`src/rtl/lr_pkg.sv`:
```
package lr_pkg;

	// Coordinate width and the widths that follow from it.
	localparam int CW = 12;
	localparam int DW = CW + 1;
	localparam int EW = CW + 3;
	localparam int COLOR_W = 16;

	// Command queue between the front and the back.
	localparam int QDEPTH = 4;
	localparam int QPTR_W = $clog2(QDEPTH);
	localparam int QCNT_W = $clog2(QDEPTH + 1);

	typedef enum logic {
		OP_START = 1'b0,
		OP_STEP  = 1'b1
	} op_t;

	// One decoded command as it travels through the queue.
	typedef struct packed {
		op_t                  op;
		logic signed [CW-1:0] x0;
		logic signed [CW-1:0] y0;
		logic signed [CW-1:0] x1;
		logic signed [CW-1:0] y1;
		logic signed [DW-1:0] dx;
		logic signed [DW-1:0] ndy;
		logic                 sxn;
		logic                 syn;
		logic signed [EW-1:0] err;
		logic [COLOR_W-1:0]   color;
	} qent_t;

endpackage

```
`src/rtl/lr_if.sv`:
```
// Input command channel.
interface lr_item_if;
	logic                         valid;
	logic                         ready;
	logic                         opcode;
	logic signed [lr_pkg::CW-1:0] start_x;
	logic signed [lr_pkg::CW-1:0] start_y;
	logic signed [lr_pkg::CW-1:0] end_x;
	logic signed [lr_pkg::CW-1:0] end_y;
	logic [lr_pkg::COLOR_W-1:0]   color;

	modport source (output valid, opcode, start_x, start_y, end_x, end_y, color,
		input ready);
	modport sink (input valid, opcode, start_x, start_y, end_x, end_y, color,
		output ready);
endinterface

// Output pixel channel.
interface lr_pixel_if;
	logic                         valid;
	logic                         ready;
	logic signed [lr_pkg::CW-1:0] pixel_x;
	logic signed [lr_pkg::CW-1:0] pixel_y;
	logic [lr_pkg::COLOR_W-1:0]   pixel_color;
	logic                         last;

	modport source (output valid, pixel_x, pixel_y, pixel_color, last, input ready);
	modport sink (input valid, pixel_x, pixel_y, pixel_color, last, output ready);
endinterface

```
`src/rtl/lr_front.sv`:
```
module lr_front (
	lr_item_if.sink        items,
	input  logic           q_full,
	output logic           q_push,
	output lr_pkg::qent_t  q_wdata
);

	logic signed [lr_pkg::DW-1:0] x0_e;
	logic signed [lr_pkg::DW-1:0] y0_e;
	logic signed [lr_pkg::DW-1:0] x1_e;
	logic signed [lr_pkg::DW-1:0] y1_e;
	logic signed [lr_pkg::DW-1:0] dx_fwd;
	logic signed [lr_pkg::DW-1:0] dx_rev;
	logic signed [lr_pkg::DW-1:0] dy_fwd;
	logic signed [lr_pkg::DW-1:0] dy_rev;
	logic                         x_lt;
	logic                         y_lt;
	logic signed [lr_pkg::DW-1:0] dx;
	logic signed [lr_pkg::DW-1:0] ndy;

	// A transfer is taken whenever the queue has room.
	assign items.ready = !q_full;
	assign q_push      = items.valid && items.ready;

	// Both differences are formed in parallel, and the comparison picks the magnitude
	// for x and its negation for y, so no negation follows the subtraction.
	always_comb begin
		x0_e   = lr_pkg::DW'(items.start_x);
		y0_e   = lr_pkg::DW'(items.start_y);
		x1_e   = lr_pkg::DW'(items.end_x);
		y1_e   = lr_pkg::DW'(items.end_y);
		dx_fwd = x1_e - x0_e;
		dx_rev = x0_e - x1_e;
		dy_fwd = y1_e - y0_e;
		dy_rev = y0_e - y1_e;
		x_lt   = items.start_x < items.end_x;
		y_lt   = items.start_y < items.end_y;
		dx     = x_lt ? dx_fwd : dx_rev;
		ndy    = y_lt ? dy_rev : dy_fwd;
	end

	// Build the queue entry; a step command only needs its opcode.
	always_comb begin
		q_wdata.op    = lr_pkg::op_t'(items.opcode);
		q_wdata.x0    = items.start_x;
		q_wdata.y0    = items.start_y;
		q_wdata.x1    = items.end_x;
		q_wdata.y1    = items.end_y;
		q_wdata.dx    = dx;
		q_wdata.ndy   = ndy;
		q_wdata.sxn   = !x_lt;
		q_wdata.syn   = !y_lt;
		q_wdata.err   = lr_pkg::EW'(dx) + lr_pkg::EW'(ndy);
		q_wdata.color = items.color;
	end

endmodule

```
`src/rtl/lr_queue.sv`:
```
module lr_queue (
	input  logic          clk,
	input  logic          arst_n,
	input  logic          push,
	input  lr_pkg::qent_t wdata,
	output logic          full,
	input  logic          pop,
	output lr_pkg::qent_t rdata,
	output logic          not_empty
);

	lr_pkg::qent_t              entries_q [lr_pkg::QDEPTH];
	logic [lr_pkg::QPTR_W-1:0]  wr_ptr_q;
	logic [lr_pkg::QPTR_W-1:0]  rd_ptr_q;
	logic [lr_pkg::QCNT_W-1:0]  count_q;

	assign full      = count_q == lr_pkg::QCNT_W'(lr_pkg::QDEPTH);
	assign not_empty = count_q != '0;
	assign rdata     = entries_q[rd_ptr_q];

	// Pointers and fill count.
	always_ff @(posedge clk or negedge arst_n) begin
		if (!arst_n) begin
			wr_ptr_q <= '0;
			rd_ptr_q <= '0;
			count_q  <= '0;
		end else begin
			if (push) begin
				wr_ptr_q <= wr_ptr_q + 1'b1;
			end
			if (pop) begin
				rd_ptr_q <= rd_ptr_q + 1'b1;
			end
			if (push && !pop) begin
				count_q <= count_q + 1'b1;
			end else if (pop && !push) begin
				count_q <= count_q - 1'b1;
			end
		end
	end

	// Entry storage.
	always_ff @(posedge clk) begin
		if (push) begin
			entries_q[wr_ptr_q] <= wdata;
		end
	end

	a_no_overflow: assert property (@(posedge clk) disable iff (!arst_n)
		count_q <= lr_pkg::QCNT_W'(lr_pkg::QDEPTH))
		else $error("command queue count above its depth");

	a_no_pop_empty: assert property (@(posedge clk) disable iff (!arst_n)
		pop |-> not_empty)
		else $error("command queue popped while empty");

endmodule

```
`src/rtl/lr_back.sv`:
```
module lr_back (
	input  logic          clk,
	input  logic          arst_n,
	input  logic          q_valid,
	input  lr_pkg::qent_t q_data,
	output logic          q_pop,
	lr_pixel_if.source    pixels
);

	logic signed [lr_pkg::CW-1:0]  cur_x_q;
	logic signed [lr_pkg::CW-1:0]  cur_y_q;
	logic signed [lr_pkg::CW-1:0]  target_x_q;
	logic signed [lr_pkg::CW-1:0]  target_y_q;
	logic signed [lr_pkg::DW-1:0]  delta_x_q;
	logic signed [lr_pkg::DW-1:0]  neg_delta_y_q;
	logic                          step_x_neg_q;
	logic                          step_y_neg_q;
	logic signed [lr_pkg::EW-1:0]  error_term_q;
	logic [lr_pkg::COLOR_W-1:0]    line_color_q;
	logic                          active_q;

	logic                          out_valid_q;
	logic signed [lr_pkg::CW-1:0]  out_x_q;
	logic signed [lr_pkg::CW-1:0]  out_y_q;
	logic [lr_pkg::COLOR_W-1:0]    out_color_q;
	logic                          out_last_q;

	logic                          out_free;
	logic                          is_start;
	logic                          emit;
	logic                          at_end;
	logic signed [lr_pkg::EW:0]    e2;
	logic                          move_x;
	logic                          move_y;
	logic signed [lr_pkg::EW-1:0]  err_next;
	logic signed [lr_pkg::CW-1:0]  x_next;
	logic signed [lr_pkg::CW-1:0]  y_next;

	// Command dispatch: only a step with a pixel to show waits for the output.
	always_comb begin
		out_free = !out_valid_q || pixels.ready;
		is_start = q_data.op == lr_pkg::OP_START;
		emit     = q_valid && (q_data.op == lr_pkg::OP_STEP) && active_q;
		q_pop    = q_valid && (!emit || out_free);
	end

	// One Bresenham step: doubled error against both deltas.
	always_comb begin
		at_end   = (cur_x_q == target_x_q) && (cur_y_q == target_y_q);
		e2       = {error_term_q, 1'b0};
		move_x   = e2 >= (lr_pkg::EW+1)'(neg_delta_y_q);
		move_y   = e2 <= (lr_pkg::EW+1)'(delta_x_q);
		err_next = error_term_q
			+ (move_x ? lr_pkg::EW'(neg_delta_y_q) : lr_pkg::EW'(0))
			+ (move_y ? lr_pkg::EW'(delta_x_q) : lr_pkg::EW'(0));
		x_next   = cur_x_q;
		y_next   = cur_y_q;
		if (move_x) begin
			x_next = step_x_neg_q ? cur_x_q - 1'b1 : cur_x_q + 1'b1;
		end
		if (move_y) begin
			y_next = step_y_neg_q ? cur_y_q - 1'b1 : cur_y_q + 1'b1;
		end
	end

	// Control state.
	always_ff @(posedge clk or negedge arst_n) begin
		if (!arst_n) begin
			active_q    <= 1'b0;
			out_valid_q <= 1'b0;
		end else begin
			if (q_pop && is_start) begin
				active_q <= 1'b1;
			end else if (q_pop && emit && at_end) begin
				active_q <= 1'b0;
			end
			if (q_pop && emit) begin
				out_valid_q <= 1'b1;
			end else if (pixels.ready) begin
				out_valid_q <= 1'b0;
			end
		end
	end

	// Walk state and output register.
	always_ff @(posedge clk) begin
		if (q_pop && is_start) begin
			cur_x_q       <= q_data.x0;
			cur_y_q       <= q_data.y0;
			target_x_q    <= q_data.x1;
			target_y_q    <= q_data.y1;
			delta_x_q     <= q_data.dx;
			neg_delta_y_q <= q_data.ndy;
			step_x_neg_q  <= q_data.sxn;
			step_y_neg_q  <= q_data.syn;
			error_term_q  <= q_data.err;
			line_color_q  <= q_data.color;
		end else if (q_pop && emit && !at_end) begin
			cur_x_q      <= x_next;
			cur_y_q      <= y_next;
			error_term_q <= err_next;
		end
		if (q_pop && emit) begin
			out_x_q     <= cur_x_q;
			out_y_q     <= cur_y_q;
			out_color_q <= line_color_q;
			out_last_q  <= at_end;
		end
	end

	assign pixels.valid       = out_valid_q;
	assign pixels.pixel_x     = out_x_q;
	assign pixels.pixel_y     = out_y_q;
	assign pixels.pixel_color = out_color_q;
	assign pixels.last        = out_last_q;

	a_end_goes_idle: assert property (@(posedge clk) disable iff (!arst_n)
		(q_pop && emit && at_end) |=> (!active_q && pixels.valid && pixels.last))
		else $error("end point did not close the line");

	a_stall_cause: assert property (@(posedge clk) disable iff (!arst_n)
		(q_valid && !q_pop) |-> (pixels.valid && !pixels.ready && active_q))
		else $error("command held without a blocked output");

endmodule

```
`src/rtl/line_rasterizer_core.sv`:
```
// Bresenham line generator for all octants. A start command (opcode 0) loads
// both endpoints and a colour and produces no pixel; it drops any line still in
// progress. Each step command (opcode 1) produces the current pixel, with last
// set on the end point, after which the block is idle and further steps produce
// nothing. Commands are taken at one per cycle, while the four-entry command
// queue has room; the walker retires one command per cycle, start or step, while
// the pixel output is not held, so one pixel per cycle is sustained, set by the
// walker's error update. A step is written into the empty queue, and its pixel
// then into the output register; the queue only fills while output is held.
module line_rasterizer_core (
	input  logic       clk,
	input  logic       arst_n,
	lr_item_if.sink    items,
	lr_pixel_if.source pixels
);

	lr_pkg::qent_t q_wdata;
	lr_pkg::qent_t q_rdata;
	logic          q_push;
	logic          q_full;
	logic          q_pop;
	logic          q_valid;

	// Front: accepts commands and prepares deltas for a start.
	lr_front u_front (
		.items   (items),
		.q_full  (q_full),
		.q_push  (q_push),
		.q_wdata (q_wdata)
	);

	// Queue between front and walker.
	lr_queue u_queue (
		.clk       (clk),
		.arst_n    (arst_n),
		.push      (q_push),
		.wdata     (q_wdata),
		.full      (q_full),
		.pop       (q_pop),
		.rdata     (q_rdata),
		.not_empty (q_valid)
	);

	// Back: walks the line and drives the pixel output register.
	lr_back u_back (
		.clk     (clk),
		.arst_n  (arst_n),
		.q_valid (q_valid),
		.q_data  (q_rdata),
		.q_pop   (q_pop),
		.pixels  (pixels)
	);

endmodule

```
`src/flat_wrapper.sv`:
```
// flat-port wrapper written by rule: the top's interface ports become plain ports
module line_rasterizer_core_flat 
  (clk, arst_n, items_valid, items_opcode, items_start_x, items_start_y, items_end_x, items_end_y, items_color, items_ready, pixels_valid, pixels_pixel_x, pixels_pixel_y, pixels_pixel_color, pixels_last, pixels_ready);
  lr_item_if items_i ();
  lr_pixel_if pixels_i ();
  input  logic clk;
  input  logic arst_n;
  input wire logic [$bits(items_i.valid)-1:0] items_valid;
  input wire logic [$bits(items_i.opcode)-1:0] items_opcode;
  input wire logic [$bits(items_i.start_x)-1:0] items_start_x;
  input wire logic [$bits(items_i.start_y)-1:0] items_start_y;
  input wire logic [$bits(items_i.end_x)-1:0] items_end_x;
  input wire logic [$bits(items_i.end_y)-1:0] items_end_y;
  input wire logic [$bits(items_i.color)-1:0] items_color;
  output wire logic [$bits(items_i.ready)-1:0] items_ready;
  output wire logic [$bits(pixels_i.valid)-1:0] pixels_valid;
  output wire logic [$bits(pixels_i.pixel_x)-1:0] pixels_pixel_x;
  output wire logic [$bits(pixels_i.pixel_y)-1:0] pixels_pixel_y;
  output wire logic [$bits(pixels_i.pixel_color)-1:0] pixels_pixel_color;
  output wire logic [$bits(pixels_i.last)-1:0] pixels_last;
  input wire logic [$bits(pixels_i.ready)-1:0] pixels_ready;
  assign items_i.valid = items_valid;
  assign items_i.opcode = items_opcode;
  assign items_i.start_x = items_start_x;
  assign items_i.start_y = items_start_y;
  assign items_i.end_x = items_end_x;
  assign items_i.end_y = items_end_y;
  assign items_i.color = items_color;
  assign items_ready = items_i.ready;
  assign pixels_valid = pixels_i.valid;
  assign pixels_pixel_x = pixels_i.pixel_x;
  assign pixels_pixel_y = pixels_i.pixel_y;
  assign pixels_pixel_color = pixels_i.pixel_color;
  assign pixels_last = pixels_i.last;
  assign pixels_i.ready = pixels_ready;
  line_rasterizer_core u_core (.clk(clk), .arst_n(arst_n), .items(items_i), .pixels(pixels_i));
endmodule
```
`config.mk`:
```
export PLATFORM = sky130hd
export DESIGN_NAME = line_rasterizer_core_flat
export DESIGN_NICKNAME = d
export VERILOG_FILES = /design/src/rtl/lr_pkg.sv /design/src/rtl/lr_if.sv /design/src/rtl/lr_front.sv /design/src/rtl/lr_queue.sv /design/src/rtl/lr_back.sv /design/src/rtl/line_rasterizer_core.sv /design/src/flat_wrapper.sv
export SDC_FILE = /design/constraint.sdc
export NUM_CORES = 1
export LEC_CHECK = 0
export BUFFER_PORTS_ARGS = -buffer_cell sky130_fd_sc_hd__buf_2
export CORE_UTILIZATION = 40
export CTS_BUF_LIST = sky130_fd_sc_hd__clkbuf_4
export CTS_CLUSTER_DIAMETER = 80
export DETAILED_ROUTE_END_ITERATION = 6
export PLACE_DENSITY_LB_ADDON = 0.2
export SLEW_MARGIN = 10
export SYNTH_ARGS = -nofsm -noshare
export SYNTH_HDL_FRONTEND = slang
export SYNTH_SLANG_ARGS = --single-unit
```
`constraint.sdc`:
```
create_clock -name clk -period 4.6 [get_ports clk]
set_input_delay 0.46 -clock clk [delete_from_list [all_inputs] [get_ports clk]]
set_output_delay 0.46 -clock clk [all_outputs]
set_load 0.02 [all_outputs]
```
### After elaboration in Yosys (flattened, before gate mapping)

Memories as Yosys holds them, arrays and structs flattened.
Cells that the tools add are included.

* flip-flop bits (word level): 157
* bits in writable memories: 432
* logic and storage cells: 95
* memories: 1

* $add $sub $neg: 15
* magnitude comparators: 4
* equal/unequal tests: 3
* multiplexer cells: 22
* bitwise operators: 1
* reduce and logical (&&, ||, !) cells: 30

Memories
* u_core.u_queue.entries_q: depth 4, width 108, read ports 1, clocked after Yosys merged registers in 0, wr ports 1, line lr_queue.sv:12 `lr_pkg::qent_t entries_q [lr_pkg::QDEPTH];`

Operators by type and width (count)
* $mux W12: 8
* $mux W15: 4
* $sub A12 B12 Y13: 4
* $add A15 B15 Y15: 2
* $mux W13: 2
* $add A12 B1 Y12 const B: 2
* $eq A12 B12 Y1: 2
* $lt A12 B12 Y1: 2
* $sub A12 B1 Y12 const B: 2
* $ge A16 B13 Y1: 1
* $le A16 B13 Y1: 1
* $add A13 B13 Y14: 1
* $reduce_bool A2 Y1: 6
* $logic_and A1 B1 Y1: 11
* $logic_not A1 Y1: 8
* $mux W1: 6
* $mux W3: 2
* $add A2 B1 Y2 const B: 2
* $reduce_and A2 Y1: 2
* $add A3 B1 Y3 const B: 1
* $eq A3 B3 Y1 const B: 1
* $reduce_bool A3 Y1: 1
* $sub A3 B1 Y3 const B: 1
* $logic_or A1 B1 Y1: 2
* $not A1 Y1: 1

### Longest topological paths before layout

* depth after elaboration: 10
* depth in mapped cells: 21

### By module

From an unflattened synthesis, not the netlist that was laid out.

* cells, all modules: 1705
* area, all modules: 27337.5 um^2

By module, submodules not included
* lr_queue: times used 1, cells an instance 598, area an instance 15990.3 um^2, sequential area each 13147.6 um^2
* lr_back: times used 1, cells an instance 620, area an instance 7881.3 um^2, sequential area each 4494.3 um^2
* lr_front: times used 1, cells an instance 487, area an instance 3465.8 um^2, sequential area each 0.0 um^2

### Worst setup path after synthesis

Ideal clock, no wire load.

* path type: register to register
* start point: register u_core.u_back.error_term_q[8] (netlist bit)
* end point: register u_core.u_back.error_term_q[13] (netlist bit) (data pin)
* setup time: 261 ps
* data arrival time: 4285 ps
* slack: 55 ps
* cell stages (with the launch flop): 20
* path through: edfxtp_1 -> ha_1 -> a21o_1 -> a211o_1 -> a211oi_2 -> o31ai_2 -> a21oi_1 -> clkbuf_1 -> nor2_1 -> fa_1 -> ha_1 -> fa_1 -> a21o_1 -> a21o_1 -> a21oi_1 -> nor2_1 -> a221oi_1 -> a21oi_1 -> xnor2_1 -> a21oi_1

* word-level cells in the longest chain between the ends: 6
* elaborated cells on any way between the ends: 8
* classes of those cells: add/sub: 2; order compare: 2; mux: 4

Ends and longest elaborated chain
* start, declared: line lr_back.sv:18 `logic signed [lr_pkg::EW-1:0] error_term_q;`
* start signal, assigned: line lr_back.sv:96 `error_term_q <= q_data.err;`
* start signal, assigned: line lr_back.sv:101 `error_term_q <= err_next;`
* $ge A16 B13 Y1: line lr_back.sv:51 `move_x = e2 >= (lr_pkg::EW+1)'(neg_delta_y_q);`
* $mux W15: line lr_back.sv:54 `+ (move_x ? lr_pkg::EW'(neg_delta_y_q) : lr_pkg::EW'(0))`
* $add A15 B15 Y15: line lr_back.sv:54
* $add A15 B15 Y15 (*): line lr_back.sv:55 `+ (move_y ? lr_pkg::EW'(delta_x_q) : lr_pkg::EW'(0));`
* $mux W15 (*): line lr_back.sv:98 `end else if (q_pop && emit && !at_end) begin`
* $mux W15 (*): line lr_back.sv:87 `if (q_pop && is_start) begin`

Mark *: on every way between the ends. The rest lies on a longest branch, timed or not. The select of a mux whose other input is x is not followed.
A chain may end at the register's enable or synchronous reset.

### Worst setup path in the final report

Ends and elaborated chain as after synthesis.

==> summary.txt <==
Routing
  – Vias per cell: 5.05
  – Drt wl/cell: 20.3 µm
  – Antenna Violating Nets Remaining: 0
  – First drt pass iteration count: 5
  – DR vias: 15100
  – Drt drc: 0
  – DRT iter0 DRCs: 868
  – Routed wire length: 60800 µm

Clock network
  – Num CTS Buffers: 156
  – TritonCTS clock tree: done
  – Root buf cell: clkbuf_4
  – Max clock buf depth: 3
  – Clock transition at path regs: 0.06 ns
  – Worst skew pair latency: 0.98 ns
  – H-tree level count: 4
  – CTS sink count: 585

Finish
  – Final core utilization: 0.488
  – Layout cells sized above 1: 0.299
  – Syn-to-layout area delta: 19.8%
  – Design area: 31700 µm²
  – Fin nets: 2248

Synth
  – Netlist cell types: 80
  – Ys Warns: 0
  – #FFs+latches synth: 585
  – Post-synth ARST share: 0.0154
  – Mapped Cells: 1609
  – Area of the mapped netlist: 26400 µm²
  – Synth Flop Type: edfxtp_1
  – Post-synth EDFFs: 576
  – Post-synthesis net count: 1830
  – Share of the yosys chip area belonging to registers: 0.663
  – Synthesized area per cell: 16.4 µm²

Timing
  – Final max-slew violation count: 0
  – Worst Clk Skew: 0.0444 ns
  – Final min period: 4.45 ns
  – Setup Viol. Count Final: 0
  – Measured slew at the worst slew-check pin: 0.962 ns
  – Final hold violation count: 0
  – Unrepaired setup endpoints after global routing: true
  – Max frequency: 225 MHz
  – Period utilization: 0.968
  – Max-slew headroom: 0.359

Setup path
  – Reg-to-Reg Start: u_core.u_back.error_term_q[8]
  – Crit path DAT: 5.13 ns
  – CP startpoint kind: register
  – Critical Path Fanout Max: 4
  – Buf/Inv on CP: 2
  – Critical path class: register to register
  – Crit. End Element: register
  – Slowest CP cell: edfxtp_1
  – Worst setup startpoint: u_core.u_back.error_term_q[8]
  – CP top delay family: compound AO/OA/AOI/OAI gates
  – Cell Chain, Critical Path: buf_4 -> ha_1 -> a21oi_1 -> o21a_1 -> o221a_2 -> a221oi_2 -> buf_4 -> nor2_1 -> fa_1 -> ha_2 -> fa_2 -> a21o_1 -> a21o_1 -> a21oi_2 -> nor2_2 -> a221oi_2 -> a21oi_1 -> xnor2_1 -> a21oi_1
  – Crit-path max cell delay: 0.46 ns
  – Worst Path Required: 5.27 ns
  – Most numerous cell on the critical path: a21oi_1

Place
  – Area post-placement: 28800 µm²
  – Dpl hpwl: 39000 µm
  – Buffers added on ports: 111
  – GPL Wtd Cong: 0.866

Power
  – Max IR drop VDD: 421 µV
  – Leak: 0.0120 µW
  – Pwr Density: 792 nW/µm²

Floorplan
  – Die area: 67100 µm²
  – Die Y: 259 µm
  – Core Footprint: 64900 µm²
  – Placement Rows: 93
  – Initial Util: 0.407
  – # IOs: 112
  – Die Wd: 259 µm

Global route
  – Vias in the first global route: 16300
  – Total grt overflow: 0
  – First-pass GRT wire length: 94300 µm
  – Pin count of the biggest net entering global routing: 69
  – Initial antenna violation count: 1
  – GRT Total Usage: 0.188

Hold path
  – Worst hold path class: input pin to register
  – Min-delay src: items_color[6]

Run
  – Max-cap violations: 0

Run status
  – Status: complete, no violations
==> power by group <==
part / internal [µW] / switching (µW) / total, µW
sequential: 8420 / 702 / 9120
clock: 2580 / 2090 / 4660
combinational: 4740 / 6560 / 11300
total: 15700 / 9350 / 25100
==> kinds of logic after synthesis <==
family	count (synthesis)	share of synthesized area
flip-flops	585	0.663
AND/OR/NAND/NOR	270	0.0486
AO/OA/AOI/OAI	228	0.0568
buffers and inverters	158	0.0245
adder cells (fa/ha/maj)	152	0.0785
multiplexers	127	0.0989
XOR/XNOR	89	0.0300
==> per-layer routing <==
metal  vias up  share of wire  GRT usage
li1       7134              -          -
met1      7569           0.44      0.240
met2       330           0.50      0.316
met3        83          0.041     0.0440
met5         -              0          0
met4         0          0.018     0.0610
==> registers in the layout, summed over array words and instances (netlist names), 2 cells and up <==
name and flops:
u_core.u_back.neg_delta_y_q 13, u_core.u_back.target_x_q 12, u_core.u_back.cur_y_q 12, u_core.u_back.delta_x_q 13, u_core.u_back.pixels.pixel_x 12, u_core.u_back.error_term_q 15
u_core.u_back.cur_x_q 12, u_core.u_queue.wr_ptr_q 2, u_core.u_queue.rd_ptr_q 2, u_core.u_back.pixels.pixel_color 16, u_core.u_back.line_color_q 16, u_core.u_queue.entries_q 428
u_core.u_back.pixels.pixel_y 12, u_core.u_back.target_y_q 12, u_core.u_queue.count_q 3
==> through the flow <==
stage / setup WS (ns) / setup TNS [ns] / total power, µW / hold slack [ns] / instances
4_1_cts: 0.0316 / 0 / 25200 / 0.104 / 2986
3_3_place_gp: -0.0336 / -0.150 / 20100 / 0.326 / 2650
6_report: 0.149 / 0 / 25100 / 0.244 / 2993
2_1_floorplan: 0.0546 / 0 / 16700 / 0.164 / 1609
3_5_place_dp: -0.203 / -1.53 / 20300 / 0.330 / 2650
5_1_grt: -0.0602 / -0.0602 / 26800 / 0.127 / 2992
==> cells in the final DEF (no fill, tap or decap), drive strengths merged, types with 18 or more instances in the layout <==
cell           n
a21o          18
mux4         107
dlygate4sd3   69
fa            23
buf          234
xnor2         42
nor2          98
ha           129
o21ai         50
clkbuf       232
a21oi         76
inv          120
clkinv        20
edfxtp       576
nand2         65
xor2          46
==> final timing paths <==
path | endpoint | slack (ns) | cells past startpoint
setup reg to reg | u_core.u_back.error_term_q[13] | 0.15 | 19
setup / recovery | u_core.u_back.error_term_q[13] | 0.15 | 19
max in group asynchronous | u_core.u_queue.rd_ptr_q[1] | 3.75 | 3
hold / removal | u_core.u_queue.entries_q[2][6] | 0.24 | 2
hold reg to reg | u_core.u_back.pixels.pixel_color[1] | 0.42 | 0
min in group asynchronous | u_core.u_queue.wr_ptr_q[1] | 0.51 | 3
==> final cells by class <==
| type | count | area [µm²] |
|---|---|---|
| Antenna cell | 2 | 5.00 |
| Clock buffer | 232 | 1740 |
| Clock inverter | 35 | 298 |
| Fill cell | 5657 | 33300 |
| Inverter | 115 | 434 |
| Multi-Input combinational cell | 866 | 8360 |
| Sequential cell | 585 | 17500 |
| Tap cell | 855 | 1070 |
| Timing Repair Buffer | 303 | 2230 |
==> Yosys cell counts (19+ instances only) <==
cell / instances / share of area
edfxtp_1: 576 / 0.65
ha_1: 129 / 0.061
inv_1: 114 / 0.016
mux4_2: 107 / 0.091
nor2_1: 97 / 0.014
a21oi_1: 75 / 0.014
nand2_1: 65 / 0.0092
xor2_1: 46 / 0.015
xnor2_1: 42 / 0.014
o21ai_0: 41 / 0.0078
fa_1: 23 / 0.017
buf_2: 19 / 0.0036
==> timing repair <==
item,in CTS,in global routing
hold buffers,69,0
setup endpoints to repair,2,6
pin swaps,0,11
endpoints found under the hold margin,288,0
gates resized for setup,1,12
buffers inserted,0,5
Note: power is estimated with default switching activity, not from simulation.
